==> src/hdl/som_pkg.sv <==
// ----------------------------------------------------------------------------
// som_pkg: shared types and constants of the segment offset map
// Request and result layouts, operation and status codes, the micro-op set
// and the control store of the sequencer.
// ----------------------------------------------------------------------------
`default_nettype none

package som_pkg;

	// fixed field widths of the stream payload
	localparam int SEQ_LEN_W = 32;
	localparam int IN_POS_W  = 40;
	localparam int SEQ_ID_W  = 8;
	localparam int SEQ_OFF_W = 32;
	localparam int IDX_OUT_W = 9;
	localparam int OUT_POS_W = 40;
	localparam int S_TDATA_W = 112;
	localparam int M_TDATA_W = 136;
	localparam int M_PAD_W   = M_TDATA_W - IDX_OUT_W - 3 * OUT_POS_W;

	// operation selector
	typedef enum logic [1:0] {
		FN_CLEAR     = 2'd0,
		FN_APPEND    = 2'd1,
		FN_LOCATE    = 2'd2,
		FN_GLOBALIZE = 2'd3
	} func_t;

	// result status
	typedef enum logic [1:0] {
		STS_OK    = 2'd0,
		STS_RANGE = 2'd1,
		STS_FULL  = 2'd2
	} status_t;

	// captured request fields
	typedef struct packed {
		logic [SEQ_LEN_W-1:0] seq_length;
		logic [IN_POS_W-1:0]  genome_pos;
		logic [SEQ_ID_W-1:0]  seq_id;
		logic [SEQ_OFF_W-1:0] seq_offset;
	} req_t;

	// one result
	typedef struct packed {
		status_t              status;
		logic [IDX_OUT_W-1:0] found_index;
		logic [OUT_POS_W-1:0] found_offset;
		logic [OUT_POS_W-1:0] global_result;
		logic [OUT_POS_W-1:0] length_sum;
	} res_t;

	// datapath micro-operations
	typedef enum logic [2:0] {
		U_NOP,
		U_CLEAR,
		U_APPEND,
		U_SRCH_INIT,
		U_SRCH_STEP,
		U_LOC_FIN,
		U_GLB_RD,
		U_GLB_FIN
	} uop_t;

	// sequencing conditions
	typedef enum logic [1:0] {
		C_DISPATCH,
		C_NEXT,
		C_SRCH,
		C_EMIT
	} cond_t;

	// program steps
	typedef enum logic [2:0] {
		S_IDLE,
		S_CLEAR,
		S_APPEND,
		S_LOC_INIT,
		S_LOC_SRCH,
		S_LOC_FIN,
		S_GLB_RD,
		S_GLB_FIN
	} step_t;

	typedef struct packed {
		uop_t  uop;
		cond_t cond;
		step_t target;
	} ucode_t;

	// sequencer to datapath
	typedef struct packed {
		uop_t uop;
		logic exec;
		logic emit;
	} ctrl_t;

	// datapath to sequencer
	typedef struct packed {
		logic srch_done;
	} dp_flags_t;

	// control store
	function automatic ucode_t ucode_rom(step_t step);
		ucode_t w;
		unique case (step)
			S_IDLE:     w = '{uop: U_NOP,       cond: C_DISPATCH, target: S_IDLE};
			S_CLEAR:    w = '{uop: U_CLEAR,     cond: C_EMIT,     target: S_IDLE};
			S_APPEND:   w = '{uop: U_APPEND,    cond: C_EMIT,     target: S_IDLE};
			S_LOC_INIT: w = '{uop: U_SRCH_INIT, cond: C_NEXT,     target: S_LOC_SRCH};
			S_LOC_SRCH: w = '{uop: U_SRCH_STEP, cond: C_SRCH,     target: S_LOC_FIN};
			S_LOC_FIN:  w = '{uop: U_LOC_FIN,   cond: C_EMIT,     target: S_IDLE};
			S_GLB_RD:   w = '{uop: U_GLB_RD,    cond: C_NEXT,     target: S_GLB_FIN};
			S_GLB_FIN:  w = '{uop: U_GLB_FIN,   cond: C_EMIT,     target: S_IDLE};
			default:    w = '{uop: U_NOP,       cond: C_DISPATCH, target: S_IDLE};
		endcase
		return w;
	endfunction

	// entry step of each operation
	function automatic step_t dispatch_step(func_t func);
		step_t s;
		unique case (func)
			FN_CLEAR:     s = S_CLEAR;
			FN_APPEND:    s = S_APPEND;
			FN_LOCATE:    s = S_LOC_INIT;
			FN_GLOBALIZE: s = S_GLB_RD;
			default:      s = S_IDLE;
		endcase
		return s;
	endfunction

endpackage

`default_nettype wire

==> src/hdl/som_useq.sv <==
// ----------------------------------------------------------------------------
// som_useq: microcode sequencer
// Step register, control store lookup and conditional jumps; issues one
// micro-op per cycle to the datapath unless the output register is occupied.
// ----------------------------------------------------------------------------
`default_nettype none

module som_useq
	import som_pkg::*;
(
	input  wire        clk,
	input  wire        arst_n,
	input  wire        in_valid,
	input  func_t      func,
	input  wire        out_free,
	input  dp_flags_t  flags,
	output logic       in_ready,
	output ctrl_t      ctrl
);

	step_t  step_q;
	step_t  step_d;
	ucode_t uw;

	// step register
	always_ff @(posedge clk or negedge arst_n) begin
		if (!arst_n) begin
			step_q <= S_IDLE;
		end else begin
			step_q <= step_d;
		end
	end

	// control word decode and jump logic
	always_comb begin
		uw        = ucode_rom(step_q);
		step_d    = step_q;
		in_ready  = 1'b0;
		ctrl.uop  = uw.uop;
		ctrl.exec = 1'b0;
		ctrl.emit = 1'b0;
		unique case (uw.cond)
			C_DISPATCH: begin
				in_ready = 1'b1;
				if (in_valid) begin
					step_d = dispatch_step(func);
				end
			end
			C_NEXT: begin
				ctrl.exec = 1'b1;
				step_d    = step_t'(step_q + 3'd1);
			end
			C_SRCH: begin
				ctrl.exec = 1'b1;
				if (flags.srch_done) begin
					step_d = uw.target;
				end
			end
			C_EMIT: begin
				ctrl.exec = out_free;
				ctrl.emit = out_free;
				if (out_free) begin
					step_d = uw.target;
				end
			end
			default: begin
				step_d = S_IDLE;
			end
		endcase
	end

	// a result is only written into a free output register
	a_emit_free: assert property (@(posedge clk) disable iff (!arst_n)
		ctrl.emit |-> out_free)
		else $error("result issued while output register occupied");

	// an accepted request always starts a program
	a_accept_leaves_idle: assert property (@(posedge clk) disable iff (!arst_n)
		(in_valid && in_ready) |=> (step_q != S_IDLE))
		else $error("accepted request did not start a program");

	// the search step only exits once the interval has closed
	a_srch_hold: assert property (@(posedge clk) disable iff (!arst_n)
		(step_q == S_LOC_SRCH && !flags.srch_done) |=> (step_q == S_LOC_SRCH))
		else $error("search left before completion");

endmodule

`default_nettype wire

==> config.mk <==
export PLATFORM = sky130hd
export DESIGN_NAME = som_useq
export DESIGN_NICKNAME = d
export VERILOG_FILES = /design/src/hdl/som_pkg.sv /design/src/hdl/som_useq.sv
export SDC_FILE = /design/constraint.sdc
export NUM_CORES = 1
export LEC_CHECK = 0
export ABC_AREA = 1
export BUFFER_PORTS_ARGS = -buffer_cell sky130_fd_sc_hd__buf_4
export CORE_AREA = 2 2 39 41
export DETAILED_ROUTE_END_ITERATION = 8
export DIE_AREA = 0 0 41 43
export PLACE_DENSITY = 0.63
export SLEW_MARGIN = 10
export SYNTH_ARGS = -nofsm -noshare
export SYNTH_HDL_FRONTEND = slang
export SYNTH_SLANG_ARGS = --single-unit
==> constraint.sdc <==
create_clock -name clk -period 1.9 [get_ports clk]
set_input_delay 0.095 -clock clk [delete_from_list [all_inputs] [get_ports clk]]
set_output_delay 0.095 -clock clk [all_outputs]
set_load 0.1 [all_outputs]
==> reports/results.ini, run 1 <==
[global_routing]
antenna_found_initial=0
grt_pass1_vias=353
grt_max_degree=9
grt_pass1_wl_mm=1.373
grt_overflow=0
grt.total_usage=0.1089

[clocking]
cts_root_buf=clkbuf_4
clk-insertion-delay-late_ps=230
clk_pin_slew_ps=40
clk_path_buf_depth=2
cts_tree=yes
htree_num_levels=1
clock-sinks=3
cts_buffers=3

[worst_setup_path]
slowest_delay_ps=490
crit_start=step_q[1]
crit_family=flip-flops
r2r_cells=9
path_buf_inv=3
cpMaxStageDelayCell=dfrtp_4
path_depth=7
worstPathArrival_ps=1790
path_cells=inv_2 > ha_4 > o21ai_4 > buf_6 > ha_4 > a21oi_4 > buf_12
required_ps=1800
path_max_fanout=3
r2r-start=step_q[1]
path_class=register to output port
crit_top_cell=ha_4
cp-start-kind=register
endpoint_kind=output port

[finish]
final_util=0.4810
synthToLayoutAreaGrowth_pct=77.93
final_cell_mix=nand2_1, inv_1, buf_4, ha_4
n_antenna_cell=0
top_regs=step_q (3)
fillers=134
largest_reg_flops=3
final_common_cell=nand2_1
final_nets=92
drive_gt1_frac=0.4935
regMostFlops=step_q

[floorplan]
core_um2=1384
die_y_um=43
fp.dieW_um=41
initial_core_util=0.2703
rows=14
ios=13
die_area_um2=1763

[route]
drtIter0Drc=5
drc=0
vias=398
routed_wl_um=818
firstDrtPassIters=3
vias_per_cell=4.280
wire_per_inst_um=8.796
drt.antenna.violating_nets=0

[outcome]
status=complete, no violations

[sta]
fmax_mhz=529.5
rsz0062_at_grt=true
drv_slew=0
period_share=0.9940
max_slew_margin=0.8166
tightest_slew_ps=277.4
finClkSkew_ps=4.563
hold_viol_final=0
setup_violations=0
fin_crit_ps=1889

[logic_synthesis]
avgSynthCellArea_um2=6.450
ys_seq_elements=3
syn_area_um2=374.1
syn_inst=58
ys_types=13
synth_nets=72
yosysWarnings=0
ys_seq_area_frac=0.2007

[job]
drv_cap=0

[placed_design]
place_hpwl_um=633.4
gp_congestion=0.7137
io_buffers=12

[hold_path]
hold_class=primary input to asynchronous set/reset pin

==> stage by stage <==
| stage | instance area (µm²) | cells | hold WS [ps] | setup slack (ps) | setup TNS, ps |
|---|---|---|---|---|---|
| after global placement | 590.6 | 86 | -116.2 | 132.9 | 0 |
| after detailed placement | 590.6 | 86 | -114.9 | 127.6 | 0 |
| after global routing | 665.6 | 93 | 216.7 | -36.11 | -36.11 |
| final | 665.6 | 93 | 194.9 | 11.31 | 0 |
| after floorplan | 476.7 | 58 | -200.6 | -149.3 | -547.1 |
| after CTS | 658.1 | 93 | 187.4 | 0.007327 | 0 |
==> logic make-up (layout without fill, tap and decap cells) <==
group                    count (synthesis)  in the layout  synth area share
buffers and inverters                   16             35            0.1605
AND/OR/NAND/NOR                         25             25            0.3010
flip-flops                               3              3            0.2007
adder cells (fa/ha/maj)                  7              7            0.2341
AO/OA/AOI/OAI                            7              7            0.1037
==> synth_stat cells (all sizes together) <==
cell / n / area (µm²)
o21ai: 3 / 15.01
dfrtp: 3 / 75.07
inv: 15 / 56.30
clkbuf: 1 / 3.750
nor3: 1 / 10.01
nand2: 17 / 63.81
nand3: 3 / 20.02
a21oi: 4 / 23.77
ha: 7 / 87.58
nor2: 3 / 11.26
nand3b: 1 / 7.510
==> repair_timing <==
item                                   CTS  global route
hold buffers                             1             0
gates resized for setup                  4             2
endpoints found under the hold margin    3             0
setup endpoints to repair                2             3
pin swaps                                1             0
buffers inserted                         2             0
==> final cells by class <==
class	count	area (µm²)	share of cell area
tap	16	20.02	0.03008
clock buffer	4	26.28	0.03947
inverter	15	62.56	0.09399
timing repair buffer	16	146.4	0.2199
multi-input combinational	39	326.6	0.4906
sequential	3	83.83	0.1259
==> routing by layer <==
metal	vias to the layer above	part of all wire	global-route usage
li1	211	-	-
met1	177	0.42	0.1456
met2	10	0.52	0.1688
met3	0	0.055	0
met4	0	0	0.06000
met5	-	0	0
==> final timing paths <==
check                            endpoint  slack (ps)
worst min register to register  step_q[1]         680
max in group asynchronous       step_q[2]        1600
worst max register to register  step_q[2]         160
worst max-delay path              ctrl[1]          10
min in group clk                step_q[1]         240
worst min-delay path            step_q[1]         190
Power of run 1 is left out: the tool's default activity adds up to more than one toggle a clock period on the data nets, which glitch-free logic cannot reach.
==> run 2: changes to the inputs <==
Settings changed: ABC_AREA 1 to not set, PLACE_DENSITY 0.63 to 0.59.
==> run 2 against run 1 <==
Against the previous run: the flow now finishes with violations (negative setup slack); critical path depth rose by 2; highest routed layer is now met4; cell count shrank 11%; synthesized cell count decreased by 28%; first-iteration DRC count is 40% higher; count of clock-buffer cells in the layout stayed put; via count down 1.3%; setup slack worse by 140 ps; clock skew down 4.2 ps; critical endpoint is now step_q[2].
==> reports/results.ini, run 2 <==
[global_routing]
grt_overflow=0  ; unchanged
grt_pass1_vias=410  ; +16%
grt_pass1_wl_mm=1.676  ; +22%
grt_max_degree=8  ; -1
antenna_found_initial=0  ; unchanged
grt.total_usage=0.1429  ; +0.03397

[sta]
setup_violations=5  ; +5
period_share=1.066  ; +0.07206
max_slew_margin=0.7817  ; -0.03490
drv_slew=0  ; unchanged
layout_setup_ws_ps=-125.6  ; -136.9 ps
final.setup.tns_ps=-335.4  ; -335.4 ps
hold_viol_final=0  ; unchanged
rsz0062_at_grt=true
fin_crit_ps=2026  ; +136.9 ps
fmax_mhz=493.7  ; -6.8%
tightest_slew_ps=327.5  ; +50.07 ps
finClkSkew_ps=0.3440  ; -4.219 ps

[finish]
synthToLayoutAreaGrowth_pct=108.0
regMostFlops=step_q
n_antenna_cell=0  ; unchanged
largest_reg_flops=3  ; unchanged
top_regs=step_q (3)
final_common_cell=buf_4
drive_gt1_frac=0.6119  ; +0.1184
final_cell_mix=buf_4, inv_1, o21ai_0, ha_4
final_nets=82  ; -11%
final_util=0.4928  ; +0.01175

[logic_synthesis]
ys_seq_area_frac=0.2290  ; +0.02834
yosys-top-cells-count=inv_1, ha_1, o21ai_0
synth_area_leaders=ha_1, dfrtp_1, inv_1
synth_nets=56  ; -22%
synth_area_leader_cell=ha_1
syn_inst=42  ; -28%
ys_types=18  ; +5
ys.flop_type=dfrtp_1
async_reset_ff_frac=1.000  ; unchanged
syn_area_um2=327.8  ; -12%
yosysWarnings=0  ; unchanged
avgSynthCellArea_um2=7.805  ; +21%
yosysMostFrequentCell=inv_1
ys_seq_elements=3  ; unchanged
synth_edf_count=0  ; unchanged
synthDominantCellAreaShare=0.2672  ; +0.03306

[route]
wire_per_inst_um=12.49  ; +42%
vias=393  ; -1.3%
vias_per_cell=4.735  ; +11%
drc=0  ; unchanged
drt.antenna.violating_nets=0  ; unchanged
drtIter0Drc=7  ; +2
firstDrtPassIters=4  ; +1
routed_wl_mm=1.037  ; +27%

[placed_design]
place_hpwl_um=762.8  ; +20%
gp_congestion=0.6792  ; -4.8%
io_buffers=12  ; unchanged
place_ws_ps=-159.5  ; -287.1 ps

[hold_path]
hold_class=primary input to register
min_path_cells=3
min-delay-start=func[1]
hold_path_end=step_q[1]

[worst_setup_path]
path_max_fanout=6  ; +3
endpoint_kind=register
worstPathArrival_ps=2170  ; +380 ps
path_class=register to register
r2r-start=step_q[1]
cp-start-kind=register
required_ps=2040  ; +240 ps
r2r_end=step_q[2]
ff2ff_setup_slack_ps=-130  ; -290 ps
r2r_cells=9  ; unchanged

[clocking]
clock-sinks=3  ; unchanged
clk_pin_slew_ps=40  ; about the same
cts_root_buf=clkbuf_4
cts_buffers=3  ; unchanged
clk_path_buf_depth=2  ; unchanged
cts_tree=yes
htree_num_levels=1  ; unchanged
clk-insertion-delay-late_ps=240  ; about the same

[job]
drv_cap=0  ; unchanged

[floorplan]
fp.dieW_um=41  ; unchanged
ios=13  ; unchanged
core_um2=1384  ; unchanged
rows=14  ; unchanged
initial_core_util=0.2369  ; -0.03345
die_y_um=43  ; unchanged
die_area_um2=1763  ; unchanged

[outcome]
status=complete, but fails checks
violations=negative setup slack

run 2: cell type report:
| class | count | area, µm² |
|---|---|---|
| Clock buffer | 4 | 26.28 |
| Fill cell | 122 | 701.9 |
| Inverter | 8 | 38.79 |
| Multi-Input combinational cell | 30 | 304.0 |
| Sequential cell | 3 | 83.83 |
| Tap cell | 16 | 20.02 |
| Timing Repair Buffer | 22 | 209.0 |
run 2: how the worst max path moves through the flow:
stage	cells past startpoint	from	to
global route	9	step_q[1]	step_q[2]
global placement	9	step_q[1]	step_q[2]
detailed placement	9	step_q[1]	step_q[2]
finish	9	step_q[1]	step_q[2]
CTS	9	step_q[1]	step_q[2]
floorplan	7	step_q[0]	step_q[1]
run 2: through the flow:
| stage | std cells | hold WS [ps] | instance area, µm² |
|---|---|---|---|
| 6_report | 83 | 170.5 | 681.9 |
| 5_1_grt | 83 | 181.1 | 681.9 |
| 4_1_cts | 83 | 167.7 | 673.1 |
| 3_5_place_dp | 75 | -112.0 | 554.3 |
| 3_3_place_gp | 75 | -115.8 | 554.3 |
| 2_1_floorplan | 42 | -200.6 | 402.9 |
run 2: what timing repair did:
item / in CTS / in global routing
pin swaps: 3 / 1
endpoints found under the setup margin: 6 / 6
hold buffers: 1 / 0
resized for setup: 12 / 2
setup buffers: 3 / 0
hold endpoints to repair: 3 / 0
run 2: metal layers:
layer,share of wire,vias to the layer above,track usage,routed length [µm]
li1,-,191,-,-
met1,0.36,181,0.1424,375
met2,0.56,18,0.2594,580
met3,0.053,3,0.01571,55
met4,0.024,0,0.08000,25
met5,0,-,0,0
run 2: cell families (layout without fill, tap and decap cells):
kind of cell             Yosys count  in the layout  synth area share
AND/OR/NAND/NOR                   10             10            0.1489
adder cells (fa/ha/maj)            7              7            0.2672
AO/OA/AOI/OAI                     13             13            0.2519
buffers and inverters              9             34            0.1030
flip-flops                         3              3            0.2290
run 2: worst max-delay path, stage by stage (launching register included):
cell and delay, ps:
dfrtp_4 490, inv_4 70, ha_4 200, o21ai_4 130, inv_2 80, ha_4 160, a222oi_1 350, buf_4 210
nor2_1 50, a31oi_1 180
Power of run 2 is left out for the same reason.
==> run 3: changes to the inputs <==
==> constraint.sdc (replaced) <==
create_clock -name clk -period 1.9 [get_ports clk]
set_input_delay 0.095 -clock clk [delete_from_list [all_inputs] [get_ports clk]]
set_output_delay 0.095 -clock clk [all_outputs]
set_load 0.05 [all_outputs]
==> run 3 against run 2 <==
Against the previous run: the flow now finishes without violations; fmax increased by 8.0%; utilization down 6.7 points; count of clock-buffer cells in the layout unchanged; hold slack improved by 4.4 ps; register-to-register slack gained 150 ps; clock skew increased by 3.6 ps; critical path depth unchanged; largest cell class unchanged.
==> reports/results.ini, run 3 (synthesized netlist as in run 2, its figures left out) <==
[route]
drc=0  ; unchanged
routed_wl_um=878  ; -15%
drt.antenna.violating_nets=0  ; unchanged
firstDrtPassIters=4  ; unchanged
vias=371  ; -5.6%
wire_per_inst_um=10.84  ; -13%
vias_per_cell=4.580  ; -3.3%
drtIter0Drc=12  ; +5

[finish]
n_antenna_cell=0  ; unchanged
drive_gt1_frac=0.5538  ; -0.05809
final_cell_mix=buf_4, inv_1, o21ai_0
fillers=133  ; +9.0%
final_common_cell=buf_4
multiInputGateArea_um2=279.0  ; -8.2%
top_regs=step_q (3)
seqCellArea_um2=77.57  ; -7.5%
largest_reg_flops=3  ; unchanged
fin_area_um2=589.3  ; -14%
synthToLayoutAreaGrowth_pct=79.77
final_nets=80  ; -2.4%
regMostFlops=step_q

[worst_setup_path]
worstPathArrival_ps=2010  ; -160 ps
crit_family=compound AO/OA/AOI/OAI gates
path_cells=inv_2 > ha_4 > o21ai_4 > inv_2 > ha_4 > a222oi_1 > buf_4 > nor2_2 > a31oi_1
path_class=register to register
slowest_delay_ps=430  ; -60 ps
cpMaxStageDelayCell=dfrtp_2
path_buf_inv=3  ; unchanged
endpoint_kind=register
cp-start-kind=register
required_ps=2040  ; about the same
path_max_fanout=6  ; unchanged

[sta]
max_slew_margin=0.8262  ; +0.04447
hold_viol_final=0  ; unchanged
setup_violations=0  ; -5
fmax_mhz=533.3  ; +8.0%
period_share=0.9869  ; -0.07923
fin_crit_ps=1875  ; -150.5 ps
rsz0062_at_grt=true
final.setup.tns_ps=0  ; +335.4 ps
drv_slew=0  ; unchanged
finClkSkew_ps=3.946  ; +3.602 ps
tightest_slew_ps=260.8  ; -66.71 ps

[clocking]
cts_buffers=3  ; unchanged
htree_num_levels=1  ; unchanged
cts_root_buf=clkbuf_4
clk_path_buf_depth=2  ; unchanged
clock-sinks=3  ; unchanged
clk-insertion-delay-late_ps=230  ; about the same
clk_pin_slew_ps=40  ; about the same
cts_tree=yes

[floorplan]
core_um2=1384  ; unchanged
fp.dieW_um=41  ; unchanged
initial_core_util=0.2369  ; unchanged
rows=14  ; unchanged
die_area_um2=1763  ; unchanged
ios=13  ; unchanged
die_y_um=43  ; unchanged

[job]
drv_cap=0  ; unchanged

[global_routing]
grt_pass1_vias=337  ; -18%
antenna_found_initial=0  ; unchanged
grt_max_degree=7  ; -1
grt_overflow=0  ; unchanged
grt.total_usage=0.1185  ; -0.02438
grt_pass1_wl_mm=1.331  ; -21%

[placed_design]
place_area_um2=529.3  ; -4.5%
io_buffers=12  ; unchanged
place_hpwl_um=684.8  ; -10%
gp_congestion=0.6463  ; -4.8%

[hold_path]
hold_class=primary input to register

[outcome]
status=complete, no violations

==> run 3: cell types whose count changed in the layout (fill, tap and decap cells not counted), sizes merged <==
cell / before / now
clkinvlp: 1 / 0
buf: 21 / 19
inv: 7 / 8
==> run 3: routing by layer <==
| metal | track usage | vias up | routed length (µm) | part of all wire |
|---|---|---|---|---|
| met5 | 0 | - | 0 | 0 |
| met1 | 0.1093 | 160 | 338 | 0.38 |
| met4 | 0.1000 | 0 | 29 | 0.033 |
| li1 | - | 187 | - | - |
| met2 | 0.1969 | 20 | 443 | 0.50 |
| met3 | 0.03141 | 4 | 66 | 0.075 |
==> run 3: metrics by stage <==
stage | std cells | hold slack (ps) | util | worst slack, ps
floorplan | 42 | -200.6 | - | -272.3
global placement | 74 | -115.7 | 0.3825 | 17.87
detailed placement | 74 | -110.2 | 0.3825 | -11.51
CTS | 81 | 161.2 | 0.4222 | -1.984
global route | 81 | 182.7 | 0.4259 | -55.32
finish | 81 | 174.9 | 0.4259 | 24.92
==> run 3: layout make-up <==
cell class / count / area share
Sequential cell: 3 / 0.1316
Multi-Input combinational cell: 30 / 0.4735
Timing Repair Buffer: 20 / 0.2654
Clock buffer: 4 / 0.04459
Inverter: 8 / 0.05096
Tap cell: 16 / 0.03397
==> run 3: final timing paths <==
path	from	end	slack, ps	depth (start not counted)
hold / removal	func[1]	step_q[1]	170	3
max in group asynchronous	arst_n	step_q[0]	1600	2
setup / recovery	step_q[1]	step_q[2]	20	9
min in group asynchronous	arst_n	step_q[1]	190	2
setup reg to reg	step_q[1]	step_q[2]	20	9
hold reg to reg	step_q[0]	step_q[0]	620	2
==> run 3: what timing repair did <==
| action | in CTS | in global routing |
|---|---|---|
| resized for setup | 1 | 2 |
| setup buffers | 2 | 0 |
| endpoints found under the hold margin | 3 | 0 |
| endpoints found under the setup margin | 2 | 3 |
| hold buffers | 1 | 0 |
| pin swaps | 4 | 1 |
==> run 3: tightest hold or removal path: stages <==
cell,delay (ps)
buf_4,90
o211ai_1,90
o21ai_1,90
Power of run 3 is left out for the same reason.
